## src/hw/rtl/ppr_pkg.sv

```systemverilog
// Shared constants, types and helper functions for the pivot point rotator.
// Holds the mod-360 reduction helpers and the sine table generator.
// No dependencies.
package ppr_pkg;

	// Default widths of the coordinate fields and of the trig fraction.
	localparam int unsigned COORD_BITS_DEF     = 16;
	localparam int unsigned TRIG_FRAC_BITS_DEF = 14;

	// Fixed field widths.
	localparam int unsigned TURN_BITS  = 16;
	localparam int unsigned ANGLE_BITS = 9;

	// Angle constants in degrees.
	localparam int unsigned QUARTER_TURN  = 90;
	localparam int unsigned HALF_TURN     = 180;
	localparam int unsigned THREE_QUARTER = 270;
	localparam int unsigned FULL_TURN     = 360;
	localparam int unsigned MIRROR_FAR    = 540;

	// Quarter-wave sine table holds entries for 0..90 degrees.
	localparam int unsigned SINE_ENTRIES  = 91;
	localparam int unsigned SINE_IDX_BITS = 7;

	// Mod-360 reduction: an offset that is a multiple of 360 makes the value
	// positive, the low three bits split off the factor 8, and the rest is
	// divided by 45 with a reciprocal that never overestimates.
	localparam int MOD_OFFSET = 33120;
	localparam int MOD_DIV    = 45;
	localparam int MOD_RECIP  = 1456;
	localparam int MOD_SHIFT  = 16;

	// Radians per degree in Q32, used while building the sine table.
	localparam logic [63:0] RAD_PER_DEG_Q32 = 64'd74961321;

	typedef logic [ANGLE_BITS-1:0] angle_t;

	// First half of a mod-360 reduction, carried between two pipeline stages.
	typedef struct packed {
		logic [13:0] v;
		logic [7:0]  q;
		logic [2:0]  lo;
	} mod_part_t;

	// Split a positive 17-bit value and estimate the quotient of its upper 14 bits by 45.
	function automatic mod_part_t mod_split(input logic [16:0] u);
		mod_part_t   p;
		logic [23:0] prod;
		p.v  = u[16:3];
		p.lo = u[2:0];
		prod = 24'(p.v) * 24'(MOD_RECIP);
		p.q  = prod[23:MOD_SHIFT];
		return p;
	endfunction

	// Finish the reduction: one correction step, then put the factor 8 back.
	function automatic angle_t mod_finish(input mod_part_t p);
		logic [13:0] r;
		r = p.v - 14'(p.q) * 14'(MOD_DIV);
		if (r >= 14'(MOD_DIV)) begin
			r = r - 14'(MOD_DIV);
		end
		return {r[5:0], p.lo};
	endfunction

	// sin(k degrees) with frac fraction bits. The Taylor series is summed in
	// Q30 with every term rounded to nearest, clamped to 0..1, then rounded.
	// Only evaluated at elaboration to fill the table.
	function automatic logic [63:0] quarter_sine(input int unsigned k,
		input int unsigned frac);
		logic [63:0]        x;
		logic [63:0]        x2;
		logic [63:0]        term;
		logic signed [63:0] sum;
		int unsigned        kk;
		kk   = (k > QUARTER_TURN) ? QUARTER_TURN : k;
		x    = (64'(kk) * RAD_PER_DEG_Q32 + 64'd2) >> 2;
		x2   = (x * x + (64'd1 << 29)) >> 30;
		term = x;
		sum  = signed'(x);
		for (int n = 1; n <= 12; n++) begin
			term = (term * x2 + (64'd1 << 29)) >> 30;
			case (n)
				1:       term = (term + 64'd3) / 64'd6;
				2:       term = (term + 64'd10) / 64'd20;
				3:       term = (term + 64'd21) / 64'd42;
				4:       term = (term + 64'd36) / 64'd72;
				5:       term = (term + 64'd55) / 64'd110;
				6:       term = (term + 64'd78) / 64'd156;
				7:       term = (term + 64'd105) / 64'd210;
				8:       term = (term + 64'd136) / 64'd272;
				9:       term = (term + 64'd171) / 64'd342;
				10:      term = (term + 64'd210) / 64'd420;
				11:      term = (term + 64'd253) / 64'd506;
				12:      term = (term + 64'd300) / 64'd600;
				default: term = term;
			endcase
			if ((n % 2) == 1) begin
				sum = sum - signed'(term);
			end else begin
				sum = sum + signed'(term);
			end
		end
		if (sum < 0) begin
			sum = '0;
		end
		if (sum > signed'(64'd1 << 30)) begin
			sum = signed'(64'd1 << 30);
		end
		return (unsigned'(sum) + (64'd1 << (29 - frac))) >> (30 - frac);
	endfunction

endpackage

```

## src/hw/rtl/pivot_point_rotator.sv

```systemverilog
// Pivot point rotator, top level: a six-stage pipeline that rotates a point
// about a pivot and adjusts the matching arc angles. Depends on ppr_pkg,
// ppr_front, ppr_back and ppr_sine_lut.
//
// Each accepted item gives one result item, and a new item can be accepted in
// every cycle while the output is not stalled, so the sustained rate is one item
// per clock. The pipeline stages, in order: two stages reduce the turn and
// the arc angles modulo 360 (a reciprocal multiply and one correction step),
// one stage reads a 91-entry quarter-wave sine table held as constant logic,
// one stage forms the four rotation products, one rounds, and the last adds
// the pivot, saturates and holds the result. While the output is stalled,
// empty stages still fill, so up to six items can be in flight. Sine and
// cosine carry TRIG_FRAC_BITS fraction bits; coordinates are COORD_BITS wide.
module pivot_point_rotator #(
	parameter int unsigned COORD_BITS     = ppr_pkg::COORD_BITS_DEF,
	parameter int unsigned TRIG_FRAC_BITS = ppr_pkg::TRIG_FRAC_BITS_DEF
) (
	input  logic                                 clk,
	input  logic                                 arst_n,
	input  logic                                 in_valid,
	output logic                                 in_stall,
	input  logic signed [COORD_BITS-1:0]         point_x,
	input  logic signed [COORD_BITS-1:0]         point_y,
	input  logic signed [COORD_BITS-1:0]         pivot_x,
	input  logic signed [COORD_BITS-1:0]         pivot_y,
	input  logic signed [ppr_pkg::TURN_BITS-1:0] turn_degrees,
	input  ppr_pkg::angle_t                      start_angle,
	input  ppr_pkg::angle_t                      end_angle,
	input  logic                                 mirrored,
	output logic                                 out_valid,
	input  logic                                 out_stall,
	output logic signed [COORD_BITS-1:0]         rotated_x,
	output logic signed [COORD_BITS-1:0]         rotated_y,
	output ppr_pkg::angle_t                      start_out,
	output ppr_pkg::angle_t                      end_out
);
	import ppr_pkg::*;

	logic                         mid_valid;
	logic                         mid_stall;
	angle_t                       turn_s2;
	logic signed [COORD_BITS:0]   dx_s2;
	logic signed [COORD_BITS:0]   dy_s2;
	logic signed [COORD_BITS-1:0] cx_s2;
	logic signed [COORD_BITS-1:0] cy_s2;
	angle_t                       start_s2;
	angle_t                       end_s2;

	ppr_front #(
		.COORD_BITS(COORD_BITS)
	) u_front (
		.clk         (clk),
		.arst_n      (arst_n),
		.up_valid    (in_valid),
		.up_stall    (in_stall),
		.point_x     (point_x),
		.point_y     (point_y),
		.pivot_x     (pivot_x),
		.pivot_y     (pivot_y),
		.turn_degrees(turn_degrees),
		.start_angle (start_angle),
		.end_angle   (end_angle),
		.mirrored    (mirrored),
		.down_valid  (mid_valid),
		.down_stall  (mid_stall),
		.turn_s2     (turn_s2),
		.dx_s2       (dx_s2),
		.dy_s2       (dy_s2),
		.cx_s2       (cx_s2),
		.cy_s2       (cy_s2),
		.start_s2    (start_s2),
		.end_s2      (end_s2)
	);

	ppr_back #(
		.COORD_BITS    (COORD_BITS),
		.TRIG_FRAC_BITS(TRIG_FRAC_BITS)
	) u_back (
		.clk      (clk),
		.arst_n   (arst_n),
		.up_valid (mid_valid),
		.up_stall (mid_stall),
		.turn_s2  (turn_s2),
		.dx_s2    (dx_s2),
		.dy_s2    (dy_s2),
		.cx_s2    (cx_s2),
		.cy_s2    (cy_s2),
		.start_s2 (start_s2),
		.end_s2   (end_s2),
		.out_valid(out_valid),
		.out_stall(out_stall),
		.rotated_x(rotated_x),
		.rotated_y(rotated_y),
		.start_out(start_out),
		.end_out  (end_out)
	);

endmodule

```

## src/hw/rtl/ppr_sine_lut.sv

```systemverilog
// Quarter-wave sine table, 0..90 degrees, as constant logic.
// Depends on ppr_pkg for the table generator.
module ppr_sine_lut #(
	parameter int unsigned TRIG_FRAC_BITS = ppr_pkg::TRIG_FRAC_BITS_DEF
) (
	input  logic [ppr_pkg::SINE_IDX_BITS-1:0] idx,
	output logic [TRIG_FRAC_BITS:0]           mag
);
	import ppr_pkg::*;

	localparam int unsigned TW = TRIG_FRAC_BITS + 1;

	typedef logic [TW-1:0] lut_t [SINE_ENTRIES];

	function automatic lut_t build_lut();
		lut_t lut;
		for (int k = 0; k < SINE_ENTRIES; k++) begin
			lut[k] = TW'(quarter_sine(k, TRIG_FRAC_BITS));
		end
		return lut;
	endfunction

	localparam lut_t SINE_LUT = build_lut();

	// Indexes above 90 degrees never occur; they read as zero.
	always_comb begin
		if (idx <= SINE_IDX_BITS'(QUARTER_TURN)) begin
			mag = SINE_LUT[idx];
		end else begin
			mag = '0;
		end
	end

endmodule

```

## src/hw/rtl/ppr_front.sv

```systemverilog
// Front pipeline stages: turn reduction, point offset and arc angle update.
// Depends on ppr_pkg for the mod-360 helpers and angle constants.
module ppr_front #(
	parameter int unsigned COORD_BITS = ppr_pkg::COORD_BITS_DEF
) (
	input  logic                                clk,
	input  logic                                arst_n,
	input  logic                                up_valid,
	output logic                                up_stall,
	input  logic signed [COORD_BITS-1:0]        point_x,
	input  logic signed [COORD_BITS-1:0]        point_y,
	input  logic signed [COORD_BITS-1:0]        pivot_x,
	input  logic signed [COORD_BITS-1:0]        pivot_y,
	input  logic signed [ppr_pkg::TURN_BITS-1:0] turn_degrees,
	input  ppr_pkg::angle_t                     start_angle,
	input  ppr_pkg::angle_t                     end_angle,
	input  logic                                mirrored,
	output logic                                down_valid,
	input  logic                                down_stall,
	output ppr_pkg::angle_t                     turn_s2,
	output logic signed [COORD_BITS:0]          dx_s2,
	output logic signed [COORD_BITS:0]          dy_s2,
	output logic signed [COORD_BITS-1:0]        cx_s2,
	output logic signed [COORD_BITS-1:0]        cy_s2,
	output ppr_pkg::angle_t                     start_s2,
	output ppr_pkg::angle_t                     end_s2
);
	import ppr_pkg::*;

	localparam int unsigned CW = COORD_BITS;

	logic v_s1;
	logic v_s2;
	logic adv_s1;
	logic adv_s2;

	// Stage 1 registers.
	mod_part_t           turn_part_s1;
	mod_part_t           a1_part_s1;
	mod_part_t           a2_part_s1;
	logic                a1_le0_s1;
	logic                a2_le0_s1;
	logic                mir_s1;
	logic signed [CW:0]  dx_s1;
	logic signed [CW:0]  dy_s1;
	logic signed [CW-1:0] cx_s1;
	logic signed [CW-1:0] cy_s1;

	// Stage 1 combinational values.
	logic signed [17:0] turn_ext;
	logic signed [17:0] turn_pos;
	logic signed [17:0] a1_ext;
	logic signed [17:0] a2_ext;
	logic signed [17:0] d1;
	logic signed [17:0] d2;
	logic               le1;
	logic               le2;
	logic signed [17:0] e1;
	logic signed [17:0] e2;
	logic signed [17:0] u1;
	logic signed [17:0] u2;

	// Stage 2 combinational values.
	angle_t m1;
	angle_t m2;
	angle_t w1;
	angle_t w2;

	// Reflect a wrapped angle for a mirrored shape.
	function automatic angle_t reflect(input angle_t d);
		if (d <= ANGLE_BITS'(HALF_TURN)) begin
			return ANGLE_BITS'(HALF_TURN) - d;
		end
		return ANGLE_BITS'(MIRROR_FAR) - d;
	endfunction

	// Stall chain: a stage moves when it is empty or the next one moves.
	assign adv_s2     = !v_s2 || !down_stall;
	assign adv_s1     = !v_s1 || adv_s2;
	assign up_stall   = !adv_s1;
	assign down_valid = v_s2;

	// Shift the arc angles by the turn and split all three values for the
	// mod-360 reduction. Positive angles are reduced one below themselves so
	// that positive multiples of a full turn come out as 360.
	always_comb begin
		turn_ext = 18'(turn_degrees);
		turn_pos = turn_ext + 18'(MOD_OFFSET);
		a1_ext   = signed'({9'd0, start_angle});
		a2_ext   = signed'({9'd0, end_angle});
		d1       = mirrored ? a1_ext + turn_ext : a1_ext - turn_ext;
		d2       = mirrored ? a2_ext + turn_ext : a2_ext - turn_ext;
		le1      = d1[17] || (d1 == '0);
		le2      = d2[17] || (d2 == '0);
		e1       = le1 ? d1 : d1 - 18'sd1;
		e2       = le2 ? d2 : d2 - 18'sd1;
		u1       = e1 + 18'(MOD_OFFSET);
		u2       = e2 + 18'(MOD_OFFSET);
	end

	// Finish the arc angle reductions and undo the offset of positive angles;
	// the mirror reflection with its swap follows in the stage 2 payload.
	always_comb begin
		m1 = mod_finish(a1_part_s1);
		m2 = mod_finish(a2_part_s1);
		w1 = a1_le0_s1 ? m1 : m1 + ANGLE_BITS'(1);
		w2 = a2_le0_s1 ? m2 : m2 + ANGLE_BITS'(1);
	end

	// Valid bits.
	always_ff @(posedge clk or negedge arst_n) begin
		if (!arst_n) begin
			v_s1 <= 1'b0;
			v_s2 <= 1'b0;
		end else begin
			if (adv_s1) begin
				v_s1 <= up_valid;
			end
			if (adv_s2) begin
				v_s2 <= v_s1;
			end
		end
	end

	// Stage 1 payload.
	always_ff @(posedge clk) begin
		if (adv_s1) begin
			turn_part_s1 <= mod_split(turn_pos[16:0]);
			a1_part_s1   <= mod_split(u1[16:0]);
			a2_part_s1   <= mod_split(u2[16:0]);
			a1_le0_s1    <= le1;
			a2_le0_s1    <= le2;
			mir_s1       <= mirrored;
			dx_s1        <= (CW+1)'(point_x) - (CW+1)'(pivot_x);
			dy_s1        <= (CW+1)'(point_y) - (CW+1)'(pivot_y);
			cx_s1        <= pivot_x;
			cy_s1        <= pivot_y;
		end
	end

	// Stage 2 payload.
	always_ff @(posedge clk) begin
		if (adv_s2) begin
			turn_s2 <= mod_finish(turn_part_s1);
			dx_s2   <= dx_s1;
			dy_s2   <= dy_s1;
			cx_s2   <= cx_s1;
			cy_s2   <= cy_s1;
			if (mir_s1) begin
				start_s2 <= reflect(w2);
				end_s2   <= reflect(w1);
			end else begin
				start_s2 <= w1;
				end_s2   <= w2;
			end
		end
	end

	// The reduced turn stays below a full turn.
	a_turn_range: assert property (@(posedge clk) disable iff (!arst_n)
		v_s2 |-> (turn_s2 < ANGLE_BITS'(FULL_TURN)))
		else $error("reduced turn out of range");

	// Adjusted arc angles stay within 0..360.
	a_arc_range: assert property (@(posedge clk) disable iff (!arst_n)
		v_s2 |-> (start_s2 <= ANGLE_BITS'(FULL_TURN)) && (end_s2 <= ANGLE_BITS'(FULL_TURN)))
		else $error("arc angle out of range");

	// An item held at stage 2 by a stall is not lost, and its turn and start angle do not change.
	a_s2_hold: assert property (@(posedge clk) disable iff (!arst_n)
		v_s2 && down_stall |=> v_s2 && $stable(turn_s2) && $stable(start_s2))
		else $error("stage 2 item changed under stall");

endmodule

```

## src/hw/rtl/ppr_back.sv

```systemverilog
// Back pipeline stages: sine/cosine lookup, rotation products, rounding,
// pivot add and saturation. Depends on ppr_pkg and ppr_sine_lut.
module ppr_back #(
	parameter int unsigned COORD_BITS     = ppr_pkg::COORD_BITS_DEF,
	parameter int unsigned TRIG_FRAC_BITS = ppr_pkg::TRIG_FRAC_BITS_DEF
) (
	input  logic                         clk,
	input  logic                         arst_n,
	input  logic                         up_valid,
	output logic                         up_stall,
	input  ppr_pkg::angle_t              turn_s2,
	input  logic signed [COORD_BITS:0]   dx_s2,
	input  logic signed [COORD_BITS:0]   dy_s2,
	input  logic signed [COORD_BITS-1:0] cx_s2,
	input  logic signed [COORD_BITS-1:0] cy_s2,
	input  ppr_pkg::angle_t              start_s2,
	input  ppr_pkg::angle_t              end_s2,
	output logic                         out_valid,
	input  logic                         out_stall,
	output logic signed [COORD_BITS-1:0] rotated_x,
	output logic signed [COORD_BITS-1:0] rotated_y,
	output ppr_pkg::angle_t              start_out,
	output ppr_pkg::angle_t              end_out
);
	import ppr_pkg::*;

	localparam int unsigned CW = COORD_BITS;
	localparam int unsigned FB = TRIG_FRAC_BITS;
	localparam int unsigned SW = FB + 2;
	localparam int unsigned PW = CW + 1 + SW;
	localparam int unsigned RW = PW + 1 - FB;
	localparam int unsigned XW = RW + 1;
	localparam logic signed [SW-1:0] TRIG_ONE = SW'(64'sd1 <<< FB);
	localparam logic signed [XW-1:0] SAT_HI   = XW'((64'sd1 <<< (CW - 1)) - 64'sd1);
	localparam logic signed [XW-1:0] SAT_LO   = XW'(-(64'sd1 <<< (CW - 1)));
	localparam logic signed [PW:0]   RND_HALF = (PW+1)'(64'sd1 <<< (FB - 1));

	logic v_s3;
	logic v_s4;
	logic v_s5;
	logic v_s6;
	logic adv_s3;
	logic adv_s4;
	logic adv_s5;
	logic adv_s6;

	// Quadrant decode and table lookups.
	logic [SINE_IDX_BITS-1:0] sin_idx;
	logic [SINE_IDX_BITS-1:0] cos_idx;
	logic                     sin_neg;
	logic                     cos_neg;
	logic [FB:0]              sin_mag;
	logic [FB:0]              cos_mag;

	// Stage 3 registers.
	logic signed [SW-1:0] s_s3;
	logic signed [SW-1:0] c_s3;
	logic signed [CW:0]   dx_s3;
	logic signed [CW:0]   dy_s3;
	logic signed [CW-1:0] cx_s3;
	logic signed [CW-1:0] cy_s3;
	angle_t               start_s3;
	angle_t               end_s3;

	// Stage 4 registers.
	logic signed [PW-1:0] pxc_s4;
	logic signed [PW-1:0] pys_s4;
	logic signed [PW-1:0] pxs_s4;
	logic signed [PW-1:0] pyc_s4;
	logic signed [CW-1:0] cx_s4;
	logic signed [CW-1:0] cy_s4;
	angle_t               start_s4;
	angle_t               end_s4;

	// Stage 5 registers.
	logic signed [RW-1:0] rnd_x_s5;
	logic signed [RW-1:0] rnd_y_s5;
	logic signed [CW-1:0] cx_s5;
	logic signed [CW-1:0] cy_s5;
	angle_t               start_s5;
	angle_t               end_s5;

	// Stage 5 and 6 combinational values.
	logic signed [PW:0]   sum_x;
	logic signed [PW:0]   sum_y;
	logic signed [XW-1:0] fx;
	logic signed [XW-1:0] fy;

	// Stall chain, from the output register back to the entry stage.
	assign adv_s6    = !v_s6 || !out_stall;
	assign adv_s5    = !v_s5 || adv_s6;
	assign adv_s4    = !v_s4 || adv_s5;
	assign adv_s3    = !v_s3 || adv_s4;
	assign up_stall  = !adv_s3;
	assign out_valid = v_s6;

	// Map the turn to a first-quadrant index and a sign for sine and cosine.
	always_comb begin
		if (turn_s2 <= ANGLE_BITS'(QUARTER_TURN)) begin
			sin_idx = SINE_IDX_BITS'(turn_s2);
			cos_idx = SINE_IDX_BITS'(ANGLE_BITS'(QUARTER_TURN) - turn_s2);
			sin_neg = 1'b0;
			cos_neg = 1'b0;
		end else if (turn_s2 <= ANGLE_BITS'(HALF_TURN)) begin
			sin_idx = SINE_IDX_BITS'(ANGLE_BITS'(HALF_TURN) - turn_s2);
			cos_idx = SINE_IDX_BITS'(turn_s2 - ANGLE_BITS'(QUARTER_TURN));
			sin_neg = 1'b0;
			cos_neg = 1'b1;
		end else if (turn_s2 <= ANGLE_BITS'(THREE_QUARTER)) begin
			sin_idx = SINE_IDX_BITS'(turn_s2 - ANGLE_BITS'(HALF_TURN));
			cos_idx = SINE_IDX_BITS'(ANGLE_BITS'(THREE_QUARTER) - turn_s2);
			sin_neg = 1'b1;
			cos_neg = 1'b1;
		end else begin
			sin_idx = SINE_IDX_BITS'(ANGLE_BITS'(FULL_TURN) - turn_s2);
			cos_idx = SINE_IDX_BITS'(turn_s2 - ANGLE_BITS'(THREE_QUARTER));
			sin_neg = 1'b1;
			cos_neg = 1'b0;
		end
	end

	ppr_sine_lut #(
		.TRIG_FRAC_BITS(TRIG_FRAC_BITS)
	) u_sin_lut (
		.idx(sin_idx),
		.mag(sin_mag)
	);

	ppr_sine_lut #(
		.TRIG_FRAC_BITS(TRIG_FRAC_BITS)
	) u_cos_lut (
		.idx(cos_idx),
		.mag(cos_mag)
	);

	// Rotated offsets, rounded to nearest with ties upward, then the pivot
	// added back.
	always_comb begin
		sum_x = (PW+1)'(pxc_s4) - (PW+1)'(pys_s4) + RND_HALF;
		sum_y = (PW+1)'(pxs_s4) + (PW+1)'(pyc_s4) + RND_HALF;
		fx    = XW'(rnd_x_s5) + XW'(cx_s5);
		fy    = XW'(rnd_y_s5) + XW'(cy_s5);
	end

	// Valid bits.
	always_ff @(posedge clk or negedge arst_n) begin
		if (!arst_n) begin
			v_s3 <= 1'b0;
			v_s4 <= 1'b0;
			v_s5 <= 1'b0;
			v_s6 <= 1'b0;
		end else begin
			if (adv_s3) begin
				v_s3 <= up_valid;
			end
			if (adv_s4) begin
				v_s4 <= v_s3;
			end
			if (adv_s5) begin
				v_s5 <= v_s4;
			end
			if (adv_s6) begin
				v_s6 <= v_s5;
			end
		end
	end

	// Stage 3: signed sine and cosine.
	always_ff @(posedge clk) begin
		if (adv_s3) begin
			s_s3     <= sin_neg ? -signed'({1'b0, sin_mag}) : signed'({1'b0, sin_mag});
			c_s3     <= cos_neg ? -signed'({1'b0, cos_mag}) : signed'({1'b0, cos_mag});
			dx_s3    <= dx_s2;
			dy_s3    <= dy_s2;
			cx_s3    <= cx_s2;
			cy_s3    <= cy_s2;
			start_s3 <= start_s2;
			end_s3   <= end_s2;
		end
	end

	// Stage 4: the four rotation products.
	always_ff @(posedge clk) begin
		if (adv_s4) begin
			pxc_s4   <= PW'(dx_s3) * PW'(c_s3);
			pys_s4   <= PW'(dy_s3) * PW'(s_s3);
			pxs_s4   <= PW'(dx_s3) * PW'(s_s3);
			pyc_s4   <= PW'(dy_s3) * PW'(c_s3);
			cx_s4    <= cx_s3;
			cy_s4    <= cy_s3;
			start_s4 <= start_s3;
			end_s4   <= end_s3;
		end
	end

	// Stage 5: product sums scaled back to coordinate units.
	always_ff @(posedge clk) begin
		if (adv_s5) begin
			rnd_x_s5 <= RW'(sum_x >>> FB);
			rnd_y_s5 <= RW'(sum_y >>> FB);
			cx_s5    <= cx_s4;
			cy_s5    <= cy_s4;
			start_s5 <= start_s4;
			end_s5   <= end_s4;
		end
	end

	// Stage 6: output register with saturation to the coordinate range.
	always_ff @(posedge clk) begin
		if (adv_s6) begin
			if (fx > SAT_HI) begin
				rotated_x <= CW'(SAT_HI);
			end else if (fx < SAT_LO) begin
				rotated_x <= CW'(SAT_LO);
			end else begin
				rotated_x <= CW'(fx);
			end
			if (fy > SAT_HI) begin
				rotated_y <= CW'(SAT_HI);
			end else if (fy < SAT_LO) begin
				rotated_y <= CW'(SAT_LO);
			end else begin
				rotated_y <= CW'(fy);
			end
			start_out <= start_s5;
			end_out   <= end_s5;
		end
	end

	// Sine and cosine never exceed one in magnitude.
	a_trig_bound: assert property (@(posedge clk) disable iff (!arst_n)
		v_s3 |-> (s_s3 <= TRIG_ONE) && (s_s3 >= -TRIG_ONE)
			&& (c_s3 <= TRIG_ONE) && (c_s3 >= -TRIG_ONE))
		else $error("trig value exceeds one");

	// A cosine of exactly one comes only with a zero sine.
	a_trig_axis: assert property (@(posedge clk) disable iff (!arst_n)
		v_s3 && (c_s3 == TRIG_ONE) |-> (s_s3 == '0))
		else $error("quadrant decode mismatch");

	// An item waiting at stage 5 behind a stalled output register is kept, with its rounded sums unchanged.
	a_s5_hold: assert property (@(posedge clk) disable iff (!arst_n)
		v_s5 && !adv_s6 |=> v_s5 && $stable(rnd_x_s5) && $stable(rnd_y_s5))
		else $error("stage 5 item changed under stall");

endmodule
```

## config.mk

```make
export PLATFORM = sky130hd
export DESIGN_NAME = pivot_point_rotator
export DESIGN_NICKNAME = d
export VERILOG_FILES = /design/src/hw/rtl/ppr_pkg.sv /design/src/hw/rtl/pivot_point_rotator.sv /design/src/hw/rtl/ppr_sine_lut.sv /design/src/hw/rtl/ppr_front.sv /design/src/hw/rtl/ppr_back.sv
export SDC_FILE = /design/constraint.sdc
export NUM_CORES = 2
export LEC_CHECK = 0
export ABC_AREA = 0
export ABC_CLOCK_PERIOD_IN_PS = 11020
export CORE_MARGIN = 2
export CORE_UTILIZATION = 51
export DETAILED_ROUTE_END_ITERATION = 12
export DONT_BUFFER_PORTS = 1
export HOLD_SLACK_MARGIN = 0.05
export MAX_ROUTING_LAYER = met4
export PLACE_DENSITY = 0.66
export REMOVE_ABC_BUFFERS = 1
export SKIP_LAST_GASP = 1
export SYNTH_ARGS = -nofsm -noshare
export SYNTH_HDL_FRONTEND = slang
export SYNTH_SLANG_ARGS = --single-unit
export TNS_END_PERCENT = 1
```

## constraint.sdc

```tcl
create_clock -name clk -period 11.02 [get_ports clk]
set_input_delay 0.551 -clock clk [delete_from_list [all_inputs] [get_ports clk]]
set_output_delay 0.551 -clock clk [all_outputs]
set_load 0.02 [all_outputs]
```

==> load_flow_metrics.sql, run 1 <==
INSERT INTO impl_metrics (metric_group, metric, value, unit) VALUES
('run_status', 'status', 'stopped before the end', ''),
('run_status', 'lastStage', 'detailed routing (5_2_route)', ''),
('run_status', 'tool.error', '[ERROR DRT-0255] Maze Route cannot find path of net clk in worker of routeBox ( 386400 0 ) ( 417385 48300 ).', ''),
('placement', 'hpwl', '170100', 'um'),
('floorplan', 'starting_density_of_the_core', '51.37', '%'),
('global_route', 'groute.usage.overall', '26.42', '%'),
('synthesis', 'synth-main-ff-cell', 'edfxtp_1', ''),
('synthesis', 'yosysTopAreaCell', 'fa_1', ''),
('synthesis', 'synth.cell_area', '0.08715', 'mm2'),
('global_route', 'grt_max_degree', '68', ''),
('synthesis', 'synth-edff-count', '675', ''),
('clocking', 'clock_sinks', '681', ''),
('synthesis', 'area_fraction_of_the_dominant_cell_type_after_synthesis', '28.57', '%'),
('floorplan', 'die_h', '417.4', 'um'),
('floorplan', 'std_cell_rows', '151', ''),
('clocking', 'clk_root_buffer_cell', 'clkbuf_16', ''),
('synthesis', 'asyncSetResetFlopFracSynth', '0.8811', '%'),
('synthesis', 'synth_cell_type_count', '109', ''),
('synthesis', 'synthesis.instances', '8673', ''),
('floorplan', 'die_x', '417.4', 'um'),
('synthesis', 'synth.area.top_cells', 'fa_1 (29%), edfxtp_1 (23%), ha_1 (12%)', ''),
('synthesis', 'synth.yosys.seq_area_share', '23.43', '%'),
('clocking', 'cts_made_buffers', '80', ''),
('synthesis', 'syn-mean-instance-area', '10.05', 'um2'),
('global_route', 'number_of_global_route_vias_before_repair', '66020', ''),
('clocking', 'h-tree-depth', '3', ''),
('placement', 'io_buffers', '0', ''),
('synthesis', 'synth.yosys.warnings', '0', ''),
('placement', 'gpl_wtd_cong', '0.8994', ''),
('clocking', 'postCtsResizedCells', '0', ''),
('clocking', 'maximum_number_of_buffers_from_clock_root_to_sink', '3', ''),
('global_route', 'grt_antenna_before_repair', '3', ''),
('synthesis', 'yosys_register_bits', '681', ''),
('global_route', 'final_global_route_overflow_total', '0', ''),
('global_route', 'grt_pass1_wl', '354800', 'um'),
('floorplan', 'ioPinCount', '155', '');
==> repair_timing <==
action | CTS | global route
hold endpoints to repair | 45 | 0
hold buffers | 40 | 0
buffers inserted | 0 | 0
==> metal layers <==
metal,GRT usage (%)
met1,30.61
met2,47.39
met3,3.412
met4,8.560
met5,-
==> per-stage QoR <==
stage / worst slack (ps) / area, um2 / hold WS (ps) / instances / util [%]
floorplan: 2276 / 85860 / 255.4 / 8342 / -
global route: 862.9 / 92600 / 122.1 / 10860 / 54.58
global placement: 1064 / 89550 / 255.5 / 10670 / 52.78
CTS: 1788 / 92590 / 99.77 / 10860 / 54.57
detailed placement: 1107 / 89550 / 255.5 / 10670 / 52.78
==> logic make-up after synthesis <==
group                    after synthesis  share of synthesized area (%)
multiplexers                          52                         0.7164
AO/OA/AOI/OAI                       1200                          9.342
buffers and inverters               1992                          8.645
flip-flops                           681                          23.43
AND/OR/NAND/NOR                     2174                          12.26
adder cells (fa/ha/maj)             2091                          40.73
XOR/XNOR                             483                          4.871
==> cell usage after synthesis (15+ instances only) <==
cell,number
o311ai_0,20
and2_1,448
o21bai_1,42
nor2_1,322
nor4_1,23
o31ai_1,38
a221oi_1,17
o2111ai_1,15
or3_1,26
nand2b_1,111
o211ai_1,40
inv_1,1653
a2111oi_0,21
a21o_1,115
a211oi_1,53
and3_1,38
mux2i_1,32
nand4_1,32
a21oi_1,282
nand2_1,841
nor2b_1,55
fa_1,1244
nand3_1,86
a311oi_1,20
a211o_1,15
a31oi_1,48
xnor2_1,331
a21boi_0,32
nor3_1,103
ha_1,847
clkbuf_1,298
xor2_1,150
o21a_1,65
edfxtp_1,675
o21ai_0,225
==> run 2, diff against run 1 <==
--- a/config.mk
+++ b/config.mk
@@ -8,12 +8,10 @@
 export ABC_AREA = 0
 export ABC_CLOCK_PERIOD_IN_PS = 11020
 export CORE_MARGIN = 2
-export CORE_UTILIZATION = 51
+export CORE_UTILIZATION = 36
 export DETAILED_ROUTE_END_ITERATION = 12
 export DONT_BUFFER_PORTS = 1
-export HOLD_SLACK_MARGIN = 0.05
-export MAX_ROUTING_LAYER = met4
-export PLACE_DENSITY = 0.66
+export PLACE_DENSITY_LB_ADDON = 0.15
 export REMOVE_ABC_BUFFERS = 1
 export SKIP_LAST_GASP = 1
 export SYNTH_ARGS = -nofsm -noshare
==> load_flow_metrics.sql, run 2 <==
INSERT INTO impl_metrics (metric_group, metric, value, unit) VALUES
('clocking', 'post-cts-setup-buffers', '0', ''),
('synthesis', 'synth_common_cells', 'inv_1 (1653), fa_1 (1244), ha_1 (847), nand2_1 (841), edfxtp_1 (675)', ''),
('synthesis', 'syn-mean-instance-area', '10.05', 'um2'),
('synthesis', 'synth-edff-count', '675', ''),
('hold_path', 'worstHoldPathType', 'in -> reg', ''),
('floorplan', 'core_area', '0.2405', 'mm2'),
('synthesis', 'yosys.cell_count.top_type', 'inv_1', ''),
('detailed_routing', 'routed_wl', '244700', 'um'),
('synthesis', 'synth.yosys.seq_area_share', '23.43', '%'),
('clocking', 'clk_root_buffer_cell', 'clkbuf_16', ''),
('timing', 'fmax', '106.7', 'MHz'),
('floorplan', 'ioPinCount', '155', ''),
('critical_path', 'crit-reg2reg-launch', 'u_back.dy_s3[7]$_DFFE_PP_', ''),
('synthesis', 'synth.area.top_cells', 'fa_1 (29%), edfxtp_1 (23%), ha_1 (12%)', ''),
('cells_and_area', 'most_common_library_cell_in_the_layout_ignoring_fill_and_taps', 'inv_1', ''),
('clocking', 'maximum_number_of_buffers_from_clock_root_to_sink', '3', ''),
('global_route', 'number_of_global_route_vias_before_repair', '65760', ''),
('placement', 'hpwl', '193700', 'um'),
('clocking', 'clock_latency', '780', 'ps'),
('floorplan', 'std_cell_rows', '180', ''),
('floorplan', 'die_h', '496.0', 'um'),
('clocking', 'postCtsResizedCells', '0', ''),
('critical_path', 'r2r.worst_path.cells', '24', ''),
('critical_path', 'endpoint_kind', 'register', ''),
('critical_path', 'crit_top_cell', 'a21oi_1', ''),
('critical_path', 'rrSetupSlack', '2470', 'ps'),
('timing', 'final.setup.tns', '0', 'ps'),
('global_route', 'groute.usage.overall', '20.35', '%'),
('critical_path', 'worst_path_max_delay_cell', 'a211oi_1', ''),
('floorplan', 'starting_density_of_the_core', '36.23', '%'),
('critical_path', 'timing.rr.end', 'u_back.pyc_s4[31]$_DFFE_PP_', ''),
('synthesis', 'synthesis.instances', '8673', ''),
('cells_and_area', 'final_cell_mix', 'inv_1 (1651), fa_1 (1244), ha_1 (847)', ''),
('detailed_routing', 'drt_iter0_drc', '3521', ''),
('floorplan', 'die-area', '0.2460', 'mm2'),
('global_route', 'final_global_route_overflow_total', '0', ''),
('cells_and_area', 'syn_to_final_growth', '8.243', '%'),
('clocking', 'cts_made_buffers', '89', ''),
('clocking', 'h-tree-depth', '3', ''),
('clocking', 'clock_sinks', '681', ''),
('detailed_routing', 'route.detailed.wl_per_inst', '20.65', 'um'),
('timing', 'finalCritPeriodShare', '85.03', '%'),
('critical_path', 'path_max_fanout', '7', ''),
('synthesis', 'area_fraction_of_the_dominant_cell_type_after_synthesis', '28.57', '%'),
('critical_path', 'critPathCapture', 'u_front.a1_part_s1[10]$_DFFE_PN_', ''),
('timing', 'timing_max_transition_violations_final', '0', ''),
('clocking', 'clkTransAtPathRegs', '60', 'ps'),
('cells_and_area', 'finish.net_count', '10790', ''),
('cells_and_area', 'drive_above_1_share', '4.236', '%'),
('detailed_routing', 'detail-route-antenna-nets', '0', ''),
('cells_and_area', 'fillers', '23760', ''),
('synthesis', 'synth_cell_type_count', '109', ''),
('critical_path', 'cp-startpoint', 'turn_degrees[0]', ''),
('timing', 'layout_min_cycle_time', '9370', 'ps'),
('global_route', 'grt_max_degree', '66', ''),
('synthesis', 'asyncSetResetFlopFracSynth', '0.8811', '%'),
('synthesis', 'synth-main-ff-cell', 'edfxtp_1', ''),
('clocking', 'tritoncts_clock_tree', 'done', ''),
('detailed_routing', 'drtPass1Iterations', '5', ''),
('global_route', 'grt_antenna_before_repair', '16', ''),
('critical_path', 'timing.critical_path.slowest_cell_delay', '580', 'ps'),
('timing', 'hold_viol_final', '0', ''),
('run', 'max_cap_viol_count', '0', ''),
('critical_path', 'worst-endpoint-required', '11460', 'ps'),
('detailed_routing', 'routed-via-count', '60300', ''),
('critical_path', 'start_kind', 'input port', ''),
('timing', 'tightestPinTransition', '1329', 'ps'),
('detailed_routing', 'detail_route.drc_violations', '0', ''),
('timing', 'final.setup_skew', '84.83', 'ps'),
('floorplan', 'die_x', '496.0', 'um'),
('synthesis', 'synth.cell_area', '0.08715', 'mm2'),
('placement', 'io_buffers', '0', ''),
('critical_path', 'timing.critical_path.arrival', '9810', 'ps'),
('run_status', 'status', 'finished, final reports clean', ''),
('global_route', 'grt_pass1_wl', '387100', 'um'),
('synthesis', 'synth.yosys.warnings', '0', ''),
('timing', 'slew_headroom', '11.42', '%'),
('synthesis', 'yosysTopAreaCell', 'fa_1', ''),
('synthesis', 'yosys_register_bits', '681', ''),
('timing', 'rsz0062_at_grt', 'false', ''),
('placement', 'gpl_wtd_cong', '0.8681', ''),
('critical_path', 'worst-setup-path-type', 'in -> reg', ''),
('timing', 'setup-violations-final', '0', ''),
('detailed_routing', 'vias_per_cell', '5.088', '');
[run 2: cell counts after synthesis]
No cell type changed its count.
[run 2: worst min path at each step]
| stage | from | to | slack, ps | cells past startpoint |
|---|---|---|---|---|
| 2_1_floorplan | arst_n | u_back.out_valid$_DFFE_PN0P_ | 260 | 0 |
| 3_3_place_gp | arst_n | u_back.out_valid$_DFFE_PN0P_ | 260 | 0 |
| 3_5_place_dp | arst_n | u_front.v_s1$_DFFE_PN0N_ | 260 | 0 |
| 4_1_cts | pivot_x[0] | u_front.dx_s1[0]$_DFFE_PN_ | 30 | 2 |
| 5_1_grt | pivot_x[0] | u_front.dx_s1[0]$_DFFE_PN_ | 70 | 2 |
| 6_report | pivot_x[0] | u_front.dx_s1[0]$_DFFE_PN_ | 110 | 2 |
[run 2: timing repair]
| item | CTS | global route |
|---|---|---|
| hold buffers | 40 | 0 |
| endpoints found under the hold margin | 45 | 0 |
| setup endpoints to repair | 0 | 0 |
[run 2: logic make-up (layout without fill, tap and decap cells)]
logic type                 count (synthesis)  count (layout)  share of synthesized area (%)
other                                      0               2                              0
AOI/OAI and AO/OA                       1200            1200                          9.342
muxes                                     52              52                         0.7164
buffers and inverters                   1992            1983                          8.645
xor gates and xnor gates                 483             483                          4.871
adders and majority gates               2091            2091                          40.73
and+or+nand+nor                         2174            2174                          12.26
DFF                                      681             681                          23.43
[run 2: cell type report]
| type | instances | area (um2) | area share, % |
|---|---|---|---|
| diodes | 2 | 5.005 | 0.005305 |
| clock buffers | 107 | 2335 | 2.475 |
| clock inverters | 55 | 738.2 | 0.7825 |
| inverters | 1661 | 6245 | 6.620 |
| multi-input cells | 6000 | 59310 | 62.87 |
| flip-flops and latches | 681 | 20420 | 21.65 |
| well taps | 3185 | 3985 | 4.224 |
| repair buffers | 160 | 1301 | 1.379 |
[run 2: per-layer routing]
metal / vias to the layer above / share of wire [%] / global-route usage, %
met2: 1181 / 50 / 36.01
li1: 27980 / - / -
met3: 376 / 3.7 / 2.524
met5: - / 0.0082 / 0
met1: 30770 / 43 / 25.70
met4: 4 / 3.4 / 6.500
[run 2: worst max-delay path: cells and delay by family]
kind            cells  cell delay [ps]
compound gates     17             3680
fa+ha+maj           7             2620
xor+xnor            4             1140
simple gates        5              990
buf+inv             6              500
mux                 1              320
[run 2: stage by stage]
step                hold slack, ps  instances  util (%)  worst slack, ps  instance area [um2]
detailed placement           255.8      11650     37.77            881.0                90860
floorplan                    255.4       8342         -             2276                85860
global placement             255.7      11650     37.77            912.3                90860
finish                       108.6      11850     39.22             1650                94340
CTS                          26.34      11850     39.22             1675                94330
global route                 71.08      11850     39.22            885.3                94340
Power of run 2 is not shown: default switching activity piles up to over one toggle a cycle in this logic, so the estimate is an artifact.
